$ cat config.mk
export PLATFORM = sky130hd
export DESIGN_NAME = ansi_csi_sjis_term_parser
export DESIGN_NICKNAME = d
export VERILOG_FILES = /design/src/acsp_pkg.sv /design/src/ansi_csi_sjis_term_parser.sv /design/src/acsp_cfg.sv /design/src/acsp_parser.sv
export SDC_FILE = /design/constraint.sdc
export NUM_CORES = 1
export LEC_CHECK = 0
export BUFFER_PORTS_ARGS = -buffer_cell sky130_fd_sc_hd__buf_2
export CAP_MARGIN = 25
export CORE_MARGIN = 1
export CORE_UTILIZATION = 50
export CTS_CLUSTER_DIAMETER = 30
export DETAILED_ROUTE_END_ITERATION = 16
export PLACE_DENSITY = 0.69
export SETUP_SLACK_MARGIN = 0.2
export SLEW_MARGIN = 10
export SYNTH_ARGS = -nofsm -noshare
export SYNTH_HDL_FRONTEND = slang
export SYNTH_HIERARCHICAL = 1
export SYNTH_SLANG_ARGS = --single-unit
$ cat constraint.sdc
create_clock -name i_clk -period 10.24 [get_ports i_clk]
set_input_delay 0 -clock i_clk [delete_from_list [all_inputs] [get_ports i_clk]]
set_output_delay 0 -clock i_clk [all_outputs]
set_load 0.01 [all_outputs]
$ cat src/acsp_pkg.sv
package acsp_pkg;

    localparam int ADDR_W = 3;
    localparam int DATA_W = 32;
    localparam int GLYPH_W = 7;

    localparam logic [GLYPH_W-1:0] GLYPH_HEIGHT_RST = 7'd16;
    localparam logic [GLYPH_W-1:0] GLYPH_WIDTH_RST = 7'd8;

    // Register indexes (byte address divided by four).
    localparam logic REG_GLYPH_HEIGHT = 1'b0;
    localparam logic REG_GLYPH_WIDTH = 1'b1;

    // Parser modes.
    localparam logic [2:0] MODE_PLAIN = 3'd0;
    localparam logic [2:0] MODE_LEAD = 3'd1;
    localparam logic [2:0] MODE_ESC = 3'd2;
    localparam logic [2:0] MODE_CSI = 3'd3;
    localparam logic [2:0] MODE_PARAM = 3'd4;

    // Command codes on the result channel.
    localparam logic [2:0] CMD_PRINT = 3'd0;
    localparam logic [2:0] CMD_WIDE = 3'd1;
    localparam logic [2:0] CMD_CLEAR = 3'd2;
    localparam logic [2:0] CMD_CLEAR_EOL = 3'd3;
    localparam logic [2:0] CMD_MOVE = 3'd4;

    localparam logic [7:0] CH_ESC = 8'h1B;
    localparam logic [7:0] CH_LBRACKET = 8'h5B;
    localparam logic [7:0] CH_K = 8'h4B;
    localparam logic [7:0] CH_J = 8'h4A;
    localparam logic [7:0] CH_H = 8'h48;
    localparam logic [7:0] CH_SEMI = 8'h3B;

    typedef struct packed {
        logic [2:0]  command;
        logic [7:0]  first_byte;
        logic [7:0]  second_byte;
        logic [15:0] pos_x;
        logic [15:0] pos_y;
    } t_result;

    typedef struct packed {
        logic [GLYPH_W-1:0] glyph_height;
        logic [GLYPH_W-1:0] glyph_width;
    } t_glyph_cfg;

    function automatic logic is_lead(input logic [7:0] b);
        return b inside {[8'h81:8'h9F], [8'hE0:8'hFC]};
    endfunction

    function automatic logic is_digit(input logic [7:0] b);
        return b inside {[8'h30:8'h39]};
    endfunction

    // v * 10 + d, saturated to 16 bits.
    function automatic logic [15:0] acc_dec(input logic [15:0] v, input logic [3:0] d);
        logic [19:0] t;
        t = ({4'b0, v} << 3) + ({4'b0, v} << 1) + {16'b0, d};
        return (t > 20'h0FFFF) ? 16'hFFFF : t[15:0];
    endfunction

    // (max(v,1) - 1) * size, saturated to 16 bits.
    function automatic logic [15:0] scale_pos(input logic [15:0] v,
                                              input logic [GLYPH_W-1:0] size);
        logic [15:0] m;
        logic [15+GLYPH_W:0] p;
        m = (v == 16'd0) ? 16'd0 : v - 16'd1;
        p = {{GLYPH_W{1'b0}}, m} * {16'b0, size};
        return (p > {{GLYPH_W{1'b0}}, 16'hFFFF}) ? 16'hFFFF : p[15:0];
    endfunction

endpackage

$ cat src/ansi_csi_sjis_term_parser.sv
// Terminal stream parser: accepts one byte per beat and returns at most one display
// command per byte (print, two-byte Shift-JIS print, clear screen, clear to end of
// line, cursor move in pixels). It takes a new byte every cycle unless a byte with a
// command sits in the input register while the output register waits to be taken;
// a byte is accepted into the input register, parsed there, and its command is loaded
// into the output register when the byte moves on. Bytes that give no command (lead
// bytes, ESC, sequence bytes) move on even while a finished command waits to be taken.
// The glyph height (address 0, reset 16) and glyph width (address 4, reset 8) registers
// scale cursor moves and should only be written while the parser is idle.
module ansi_csi_sjis_term_parser (
    input  logic                        i_clk,
    input  logic                        i_rst_n,
    input  logic                        i_valid,
    output logic                        o_ready,
    input  logic [7:0]                  i_byte_in,
    output logic                        o_valid,
    input  logic                        i_ready,
    output logic [2:0]                  o_command,
    output logic [7:0]                  o_first_byte,
    output logic [7:0]                  o_second_byte,
    output logic [15:0]                 o_pos_x,
    output logic [15:0]                 o_pos_y,
    input  logic                        psel,
    input  logic                        penable,
    input  logic                        pwrite,
    input  logic [acsp_pkg::ADDR_W-1:0] paddr,
    input  logic [acsp_pkg::DATA_W-1:0] pwdata,
    output logic [acsp_pkg::DATA_W-1:0] prdata,
    output logic                        pready
);
    import acsp_pkg::*;

    logic       r_in_valid;
    logic [7:0] r_in_byte;
    logic       r_out_valid;
    t_result    r_out;

    t_glyph_cfg w_cfg;
    logic       w_has_result;
    t_result    w_result;
    logic       w_advance;

    acsp_cfg u_cfg (
        .i_clk   (i_clk),
        .i_rst_n (i_rst_n),
        .psel    (psel),
        .penable (penable),
        .pwrite  (pwrite),
        .paddr   (paddr),
        .pwdata  (pwdata),
        .prdata  (prdata),
        .pready  (pready),
        .o_cfg   (w_cfg)
    );

    acsp_parser u_parser (
        .i_clk        (i_clk),
        .i_rst_n      (i_rst_n),
        .i_advance    (w_advance),
        .i_byte       (r_in_byte),
        .i_cfg        (w_cfg),
        .o_has_result (w_has_result),
        .o_result     (w_result)
    );

    assign w_advance = r_in_valid && (!w_has_result || !r_out_valid || i_ready);
    assign o_ready   = !r_in_valid || w_advance;

    always_ff @(posedge i_clk) begin
        if (!i_rst_n) begin
            r_in_valid <= 1'b0;
        end else if (o_ready) begin
            r_in_valid <= i_valid;
        end
    end

    always_ff @(posedge i_clk) begin
        if (o_ready) begin
            r_in_byte <= i_byte_in;
        end
    end

    always_ff @(posedge i_clk) begin
        if (!i_rst_n) begin
            r_out_valid <= 1'b0;
        end else if (w_advance && w_has_result) begin
            r_out_valid <= 1'b1;
        end else if (i_ready) begin
            r_out_valid <= 1'b0;
        end
    end

    always_ff @(posedge i_clk) begin
        if (w_advance && w_has_result) begin
            r_out <= w_result;
        end
    end

    assign o_valid       = r_out_valid;
    assign o_command     = r_out.command;
    assign o_first_byte  = r_out.first_byte;
    assign o_second_byte = r_out.second_byte;
    assign o_pos_x       = r_out.pos_x;
    assign o_pos_y       = r_out.pos_y;

    a_out_kept: assert property (@(posedge i_clk) disable iff (!i_rst_n)
        (r_out_valid && !i_ready) |=> r_out_valid)
        else $error("pending command dropped before it was taken");

    a_stall_cause: assert property (@(posedge i_clk) disable iff (!i_rst_n)
        !o_ready |-> (r_in_valid && w_has_result && r_out_valid && !i_ready))
        else $error("input stalled without a blocked command");

endmodule

$ cat src/acsp_cfg.sv
module acsp_cfg (
    input  logic                       i_clk,
    input  logic                       i_rst_n,
    input  logic                       psel,
    input  logic                       penable,
    input  logic                       pwrite,
    input  logic [acsp_pkg::ADDR_W-1:0] paddr,
    input  logic [acsp_pkg::DATA_W-1:0] pwdata,
    output logic [acsp_pkg::DATA_W-1:0] prdata,
    output logic                       pready,
    output acsp_pkg::t_glyph_cfg       o_cfg
);
    import acsp_pkg::*;

    logic [GLYPH_W-1:0] r_glyph_height;
    logic [GLYPH_W-1:0] r_glyph_width;
    logic               w_wr;
    logic               w_idx;

    assign pready = 1'b1;
    assign w_wr   = psel && penable && pwrite;
    assign w_idx  = paddr[ADDR_W-1];

    always_ff @(posedge i_clk) begin
        if (!i_rst_n) begin
            r_glyph_height <= GLYPH_HEIGHT_RST;
            r_glyph_width  <= GLYPH_WIDTH_RST;
        end else if (w_wr) begin
            case (w_idx)
                REG_GLYPH_HEIGHT: r_glyph_height <= pwdata[GLYPH_W-1:0];
                REG_GLYPH_WIDTH:  r_glyph_width  <= pwdata[GLYPH_W-1:0];
                default: ;
            endcase
        end
    end

    always_comb begin
        case (w_idx)
            REG_GLYPH_HEIGHT: prdata = {{(DATA_W-GLYPH_W){1'b0}}, r_glyph_height};
            REG_GLYPH_WIDTH:  prdata = {{(DATA_W-GLYPH_W){1'b0}}, r_glyph_width};
            default:          prdata = '0;
        endcase
    end

    assign o_cfg.glyph_height = r_glyph_height;
    assign o_cfg.glyph_width  = r_glyph_width;

endmodule

$ cat src/acsp_parser.sv
module acsp_parser (
    input  logic                 i_clk,
    input  logic                 i_rst_n,
    input  logic                 i_advance,
    input  logic [7:0]           i_byte,
    input  acsp_pkg::t_glyph_cfg i_cfg,
    output logic                 o_has_result,
    output acsp_pkg::t_result    o_result
);
    import acsp_pkg::*;

    logic [2:0]  r_mode;
    logic [7:0]  r_lead;
    logic [15:0] r_param0;
    logic [15:0] r_param1;
    logic [1:0]  r_count;

    logic [2:0]  n_mode;
    logic [7:0]  n_lead;
    logic [15:0] n_param0;
    logic [15:0] n_param1;
    logic [1:0]  n_count;

    logic [15:0] w_acc;

    // One accumulator serves whichever parameter is open.
    assign w_acc = acc_dec((r_count == 2'd2) ? r_param1 : r_param0, i_byte[3:0]);

    always_comb begin
        n_mode       = r_mode;
        n_lead       = r_lead;
        n_param0     = r_param0;
        n_param1     = r_param1;
        n_count      = r_count;
        o_has_result = 1'b0;
        o_result     = '0;
        case (r_mode)
            MODE_LEAD: begin
                n_mode               = MODE_PLAIN;
                o_has_result         = 1'b1;
                o_result.command     = CMD_WIDE;
                o_result.first_byte  = r_lead;
                o_result.second_byte = i_byte;
            end
            MODE_ESC: begin
                if (i_byte == CH_LBRACKET) begin
                    n_mode  = MODE_CSI;
                    n_count = 2'd0;
                end else begin
                    // A lone ESC is printed and the byte after it is dropped.
                    n_mode              = MODE_PLAIN;
                    o_has_result        = 1'b1;
                    o_result.command    = CMD_PRINT;
                    o_result.first_byte = CH_ESC;
                end
            end
            MODE_CSI: begin
                if (is_digit(i_byte)) begin
                    n_mode   = MODE_PARAM;
                    n_param0 = {12'b0, i_byte[3:0]};
                    n_count  = 2'd1;
                end else begin
                    n_mode = MODE_PLAIN;
                    if (i_byte == CH_K) begin
                        o_has_result     = 1'b1;
                        o_result.command = CMD_CLEAR_EOL;
                    end
                end
            end
            MODE_PARAM: begin
                if (is_digit(i_byte)) begin
                    if (r_count == 2'd1) begin
                        n_param0 = w_acc;
                    end else if (r_count == 2'd2) begin
                        n_param1 = w_acc;
                    end
                end else if (i_byte == CH_SEMI) begin
                    if (r_count == 2'd1) begin
                        n_param1 = 16'd0;
                        n_count  = 2'd2;
                    end else begin
                        n_count = 2'd3;
                    end
                end else begin
                    n_mode = MODE_PLAIN;
                    if (i_byte == CH_J) begin
                        if (r_count == 2'd1 && r_param0 == 16'd2) begin
                            o_has_result     = 1'b1;
                            o_result.command = CMD_CLEAR;
                        end
                    end else if (i_byte == CH_H) begin
                        if (r_count == 2'd2) begin
                            o_has_result     = 1'b1;
                            o_result.command = CMD_MOVE;
                            o_result.pos_x   = scale_pos(r_param1, i_cfg.glyph_width);
                            o_result.pos_y   = scale_pos(r_param0, i_cfg.glyph_height);
                        end
                    end
                end
            end
            default: begin
                n_mode = MODE_PLAIN;
                if (is_lead(i_byte)) begin
                    n_mode = MODE_LEAD;
                    n_lead = i_byte;
                end else if (i_byte == CH_ESC) begin
                    n_mode = MODE_ESC;
                end else begin
                    o_has_result        = 1'b1;
                    o_result.command    = CMD_PRINT;
                    o_result.first_byte = i_byte;
                end
            end
        endcase
    end

    always_ff @(posedge i_clk) begin
        if (!i_rst_n) begin
            r_mode   <= MODE_PLAIN;
            r_lead   <= 8'd0;
            r_param0 <= 16'd0;
            r_param1 <= 16'd0;
            r_count  <= 2'd0;
        end else if (i_advance) begin
            r_mode   <= n_mode;
            r_lead   <= n_lead;
            r_param0 <= n_param0;
            r_param1 <= n_param1;
            r_count  <= n_count;
        end
    end

    a_lead_held: assert property (@(posedge i_clk) disable iff (!i_rst_n)
        r_mode == MODE_LEAD |->
            ((r_lead >= 8'h81 && r_lead <= 8'h9F) || (r_lead >= 8'hE0 && r_lead <= 8'hFC)))
        else $error("lead mode holds a byte that is not a lead byte");

    a_param_open: assert property (@(posedge i_clk) disable iff (!i_rst_n)
        r_mode == MODE_PARAM |-> r_count != 2'd0)
        else $error("parameter mode with no parameter begun");

    a_move_args: assert property (@(posedge i_clk) disable iff (!i_rst_n)
        (o_has_result && o_result.command == CMD_MOVE) |->
            (r_mode == MODE_PARAM && r_count == 2'd2 && i_byte == CH_H))
        else $error("cursor move issued outside a two-parameter sequence");

endmodule
==> Yosys cells after proc, flatten, opt, wreduce, memory -nomap -nowiden <==
Index checks and enable logic that the tools add are counted.
{ "classes": {"n_addsub": 4, "multipliers": 2, "order_cmp": 9, "eq_ne": 22, "mux": 56, "bitwise_logic": 5, "n_reduce_logical": 32} }
{ "op_table": {"columns": ["op", "count"], "rows": [
  ["$mux 16", 14],
  ["$pmux 32 s2", 1],
  ["$gt 23x16->1 const B", 2],
  ["$mul 16x7->23", 2],
  ["$eq 8x7->1 const B", 4],
  ["$logic_not 16->1", 2],
  ["$pmux 16 s2", 1],
  ["$sub 16x1->16 const B", 2],
  ["$mux 3", 9],
  ["$pmux 3 s4", 2],
  ["$pmux 8 s3", 1],
  ["$add 19x17->20", 1],
  ["$add 20x4->20", 1],
  ["$gt 20x16->1 const B", 1],
  ["$mux 2", 9],
  ["$eq 16x2->1 const B", 1],
  ["$ge 8x8->1 const B", 2],
  ["$le 8x8->1 const B", 2],
  ["$mux 1", 14],
  ["$ne 2x1->1 const B", 6],
  ["$reduce_and 6->1", 2],
  ["$mux 11", 1],
  ["$reduce_bool 2->1", 5],
  ["$eq 8x5->1 const B", 1],
  ["24 further kinds", 44]
]} }
{ "totals": {"reg_bits": 120, "input_bits": 50, "output_inout_bits": 86, "wordCells": 145} }

==> Longest topological paths before layout <==
{ "logic_depth": {"depth_word": 13, "ltp_mapped": 27, "depth_no_buf": 24} }

==> Modules after synthesis <==
Netlist, hierarchy kept.
{ "modules_own_cells": {"columns": ["mod", "instances", "cells_per_inst", "area_each_um2", "seq_area_each_um2"], "rows": [
  ["acsp_parser", 1, 1378, 11394.7, 900.9],
  ["ansi_csi_sjis_term_parser", 1, 70, 1871.8, 1811.7],
  ["acsp_cfg", 1, 94, 869.6, 280.3]
]} }

==> Worst setup path after synthesis <==
OpenSTA, ideal clock, no wires.
{ "synth_path": {"kind": "reg2reg", "start": "register u_parser.r_param0[10]", "end": "register r_out, in the netlist o_pos_y[10] (data pin)", "setup_time_ns": 0.270, "t_arrival_ns": 6.428, "required_ns": 9.970, "setup_slack_ns": 3.542, "stages_incl_launch_ff": 28, "n_path_buf": 4, "period_less_slack_ns": 6.698, "path_cell_list": "dfxtp_1 -> clkbuf_1 -> or4_1 -> nor4_1 -> nor2b_1 -> and2b_1 -> buf_2 -> nor2_1 -> and2_1 -> fa_1 -> inv_1 -> fa_1 -> inv_1 -> fa_1 -> inv_1 -> fa_1 -> inv_1 -> ha_1 -> nand3_1 -> o211ai_1 -> o22ai_1 -> o21a_1 -> o41a_1 -> xor2_1 -> and4_1 -> clkbuf_1 -> buf_2 -> a21oi_1"} }
{ "synth_via": {"elab_chain_cells": 5, "word_cells_on_any_way": 6, "cone_classes": "1 x add/sub; 1 x mul; 1 x order compare; 2 x mux; 1 x reduce/logical"} }
{ "synth_rtl": {"columns": ["element", "line_no", "text"], "rows": [
  ["start, declared", "acsp_parser.sv:14", "logic [15:0] r_param0;"],
  ["start signal, assigned", "acsp_parser.sv:127", "r_param0 <= n_param0;"],
  ["$sub 16x1->16 or $logic_not 16->1 (tied branches)", "acsp_pkg.sv:68", "m = (v == 16'd0) ? 16'd0 : v - 16'd1;"],
  ["$mux 16 (*)", "acsp_pkg.sv:68", null],
  ["$mul 16x7->23 (*)", "acsp_pkg.sv:69", "p = {{GLYPH_W{1'b0}}, m} * {16'b0, size};"],
  ["$gt 23x16->1", "acsp_pkg.sv:70", "return (p > {{GLYPH_W{1'b0}}, 16'hFFFF}) ? 16'hFFFF : p[15:0];"],
  ["$mux 16 (*)", "acsp_pkg.sv:70", null],
  ["end signal, assigned", "ansi_csi_sjis_term_parser.sv:95", "r_out <= w_result;"],
  ["end, declared", "ansi_csi_sjis_term_parser.sv:36", "t_result r_out;"]
]} }
Mark *: on every way between the ends. The rest lies on a longest branch, timed or not.
A chain may end at the register's enable or synchronous reset.

==> Worst setup path after layout <==
{ "layout_path": {"start": "register u_parser.r_param1[2]", "end": "register r_out, in the netlist o_pos_x[0] (data pin)"} }
{ "layout_via": {"elab_chain_cells": 5, "word_cells_on_any_way": 6, "cone_classes": "1 x add/sub; 1 x mul; 1 x order compare; 2 x mux; 1 x reduce/logical"} }
{ "layout_rtl": {"columns": ["element", "line_no", "text"], "rows": [
  ["start, declared", "acsp_parser.sv:15", "logic [15:0] r_param1;"],
  ["start signal, assigned", "acsp_parser.sv:128", "r_param1 <= n_param1;"],
  ["$sub 16x1->16 or $logic_not 16->1 (tied branches)", "acsp_pkg.sv:68", null],
  ["$mux 16 (*)", "acsp_pkg.sv:68", null],
  ["$mul 16x7->23 (*)", "acsp_pkg.sv:69", null],
  ["$gt 23x16->1", "acsp_pkg.sv:70", null],
  ["$mux 16 (*)", "acsp_pkg.sv:70", null]
]} }
Marks and branches as above.

==> impl_results.md <==
- CTS root buf: clkbuf_16
- Final std cell area, no fill: 15500 sq um
- Diodes inserted: 0
- Post-route ant nets: 0
- Die W: 170 um
- RSZ-0062 raised after global routing: false
- H-Tree Depth: 4
- CP Launch Type: flop
- Clk Latency, worst-skew pair: 0.42 ns
- Vias per cell: 5.52
- Vias in the first global route: 10461
- Post-synth EDFFs: 59
- Hold Crit Depth: 3
- Setup Skew: 0.0213 ns
- Crit path DAT: 7.61 ns
- Final min period: 7.48 ns
- CP Capture Type: flop
- Starting Density: 50.9%
- Max cap viols: 0
- Clk buf depth: 2
- Placer Congestion: 0.847
- # DRC: 0
- R2R setup slack: 2.76 ns
- Port bufs: 82
- FF-to-FF path depth: 21
- Router iterations before antenna repair: 5
- Core area: 27800 sq um
- Cell row count: 61
- Total routed wirelength: 31.1 mm
- Mean Syn Cell Area: 9.17 sq um
- Mapped Area: 14100 sq um
- Cell Area, Placed: 14700 sq um
- CP required: 10.37 ns
- Area Growth Syn to Fin: 9.42%
- Synth cell types: 78
- Share of post-route cells with drive strength above 1: 10.9%
- Max Slew Vio Count: 0
- Asr flop ratio synth: 0%
- Final hold vios: 0
- Routed WL per cell: 15.6 um
- Yosys warning count: 6
- Starting DRT DRC Count: 663
- Seq/Total Area, Yosys: 21.2%
- Main flop type after synthesis: dfxtp_1
- Clock sinks: 120
- Worst path slowest cell: nor4_4
- Status: complete, no violations
- Worst Min Path Start: penable
- Number of cells produced by synthesis: 1542
- Via count: 11030
- Crit path kind: reg2reg
- Post-CTS Setup Inserts: 0
- Worst VDD drop: 0.102 mV
- Max Clk Rate: 134 MHz
- Final #Nets: 1912
- Slowest cell delay on critical path: 0.82 ns
- Pleak: 7.46 nW
- Total track usage: 21.9%
- Slew headroom: 33.7%
- Fin crit share: 73.0%
- R2R Path End: o_pos_x[0]$_DFFE_PP_
- Final setup fails: 0
- Total die area: 28900 sq um
- Worst r2r src: u_parser/r_param1[2]$_SDFFE_PN0P_
- Initial antenna violation count: 0
- Crit path top cell by count: fa_1
- Critical Path Fanout Max: 16
- Grt ovf: 0
- Die H: 170 um
- Fillers: 2488
- Pwr dens: 79.3 nW/um^2
- CTS tree: done
- CTS Buf Count: 17
- Cell Chain, Critical Path: or3_1 > or3_1 > nor3_1 > nand2_1 > xor2_1 > nor2_1 > nand2_1 > fa_1 > fa_1 > fa_1 > inv_1 > fa_1 > ha_1 > a21o_1 > a31o_2 > nand2b_1 > a21boi_0 > a2111oi_0 > o2111ai_1 > nor4_4 > a21oi_1
- CTS clk-pin slew, worst paths: 0.07 ns
- WHS Endpoint: u_cfg/r_glyph_height[0]$_SDFFE_PN0P_
- Synth Register Bits: 120
- Worst-Margin Slew: 0.995 ns
- CTS-repair resized insts: 0
- Setup tns final: 0 ns
- Final HPWL DP: 24.1 mm
- First-pass GRT wire length: 51.2 mm
- Largest net degree at the start of global routing: 52
- I/O pin count: 136
- Hold crit path type: in2reg
[final cells by class]
cell class                      count  area (sq um)  area share, %
Inverter                          153           574           3.71
Sequential cell                   120          2990           19.3
Clock buffer                       17           425           2.75
Tap cell                          378           473           3.06
Timing Repair Buffer              104           618           4.00
Multi-Input combinational cell   1210         10200           66.0
Clock inverter                     15           171           1.11
[Yosys cell counts, drive strengths merged, types with 4 or more instances]
cell type    n  area [sq um]
inv        153           574
a31oi        4          25.0
a21oi       93           473
o2111ai      5          50.0
nand2b      16           100
nand4        9          56.3
fa         140          2800
a22o         7          62.6
a21o        21           159
dfxtp       61          1220
nor2b       51           319
and2       165          1030
edfxtp      59          1770
xnor2       36           315
xor2        25           219
and3         5          31.3
ha         116          1450
nand3       19          95.1
o21ai       47           239
mux2        22           248
o211ai      12          90.1
o31ai        4          30.0
mux2i       28           280
buf         41           297
o21a         9          67.6
a221o       23           244
a211oi       7          65.1
or3         14          87.6
nor3b        5          37.5
nor2        73           279
nand2      134           503
a311oi       4          35.0
nor4        10          83.8
a21boi       6          45.0
a2111oi      4          53.8
or2          4          25.0
nor3        23           115
clkbuf      42           158
[stage by stage]
| stage | cells | power, mW | util [%] | hold slack [ns] | setup WS [ns] |
|---|---|---|---|---|---|
| floorplan | 1566 | 0.598 | - | 0.0989 | 3.54 |
| global placement | 1948 | 0.620 | 52.9 | 0.177 | 2.85 |
| detailed placement | 1948 | 0.621 | 52.9 | 0.179 | 2.77 |
| CTS | 1997 | 1.23 | 55.7 | 0.00129 | 2.76 |
| global route | 1997 | 1.27 | 55.7 | 0.0209 | 2.15 |
| finish | 1997 | 1.23 | 55.7 | 0.0148 | 2.76 |
[metal layers]
metal  track usage, %  routed length (um)  up-vias
met5                0                   0        -
met4             4.74                 327        0
met3             3.07                1060       22
met2             36.1               14700      237
met1             30.6               15100     5446
li1                 -                   -     5325
[state kept, by name, summed over array words and instances (netlist names), 8 cells and up]
| register | flops |
|---|---|
| o_pos_x | 16 |
| o_pos_y | 16 |
| u_parser/r_param0 | 16 |
| u_parser/r_param1 | 16 |
| o_first_byte | 8 |
| o_second_byte | 8 |
| r_in_byte | 8 |
| u_parser/r_lead | 8 |
[worst max-delay path: cells and delay by family, from the launching register on]
kind	cells	cell delay, ns
AOI/OAI and AO/OA	6	1.40
buffers and inverters	1	0.06
DFF	1	0.39
and+or+nand+nor	8	2.75
xor gates and xnor gates	1	0.15
adders and majority gates	5	2.43
[cell families (layout without fill, tap and decap cells)]
kind of cell    Yosys count  in the layout  share of synthesized area (%)
other cells               2             26                         0.0531
flops                   120            120                           21.2
simple gates            544            544                           20.6
buf+inv                 236            289                           7.28
compound gates          273            273                           13.3
mux                      50             50                           3.74
fa+ha+maj               256            256                           30.1
xor+xnor                 61             61                           3.78
[cells in the final DEF, fill, tap and decap left out, drive strengths merged, types with 51 or more instances in the layout]
cell / count
a21oi: 93
and2: 165
buf: 87
dfxtp: 61
edfxtp: 59
fa: 140
ha: 116
inv: 164
nand2: 134
nor2: 73
nor2b: 51
[how the worst max path moves through the flow]
stage | startpoint | end | slack (ns) | depth (start not counted)
after floorplan | u_parser/r_param0[10]$_SDFFE_PN0P_ | o_pos_y[10]$_DFFE_PP_ | 3.54 | 27
after global placement | u_parser/r_param1[2]$_SDFFE_PN0P_ | o_pos_x[1]$_DFFE_PP_ | 2.85 | 21
after detailed placement | u_parser/r_param1[2]$_SDFFE_PN0P_ | o_pos_x[1]$_DFFE_PP_ | 2.77 | 21
after CTS | u_parser/r_param1[2]$_SDFFE_PN0P_ | o_pos_x[1]$_DFFE_PP_ | 2.76 | 21
after global routing | u_parser/r_param1[7]$_SDFFE_PN0P_ | o_pos_x[13]$_DFFE_PP_ | 2.15 | 20
final | u_parser/r_param1[2]$_SDFFE_PN0P_ | o_pos_x[0]$_DFFE_PP_ | 2.76 | 21
[what timing repair did]
| action | CTS | global route |
|---|---|---|
| endpoints found under the hold margin | 24 | 0 |
| setup endpoints to repair | 0 | 0 |
| hold buffers | 17 | 0 |
[power by group]
part,internal (mW),switching [mW],total (mW)
logic,0.0324,0.0465,0.0789
registers,0.522,0.0152,0.537
clock network,0.331,0.280,0.610
Note: power is estimated with default switching activity, not from simulation.
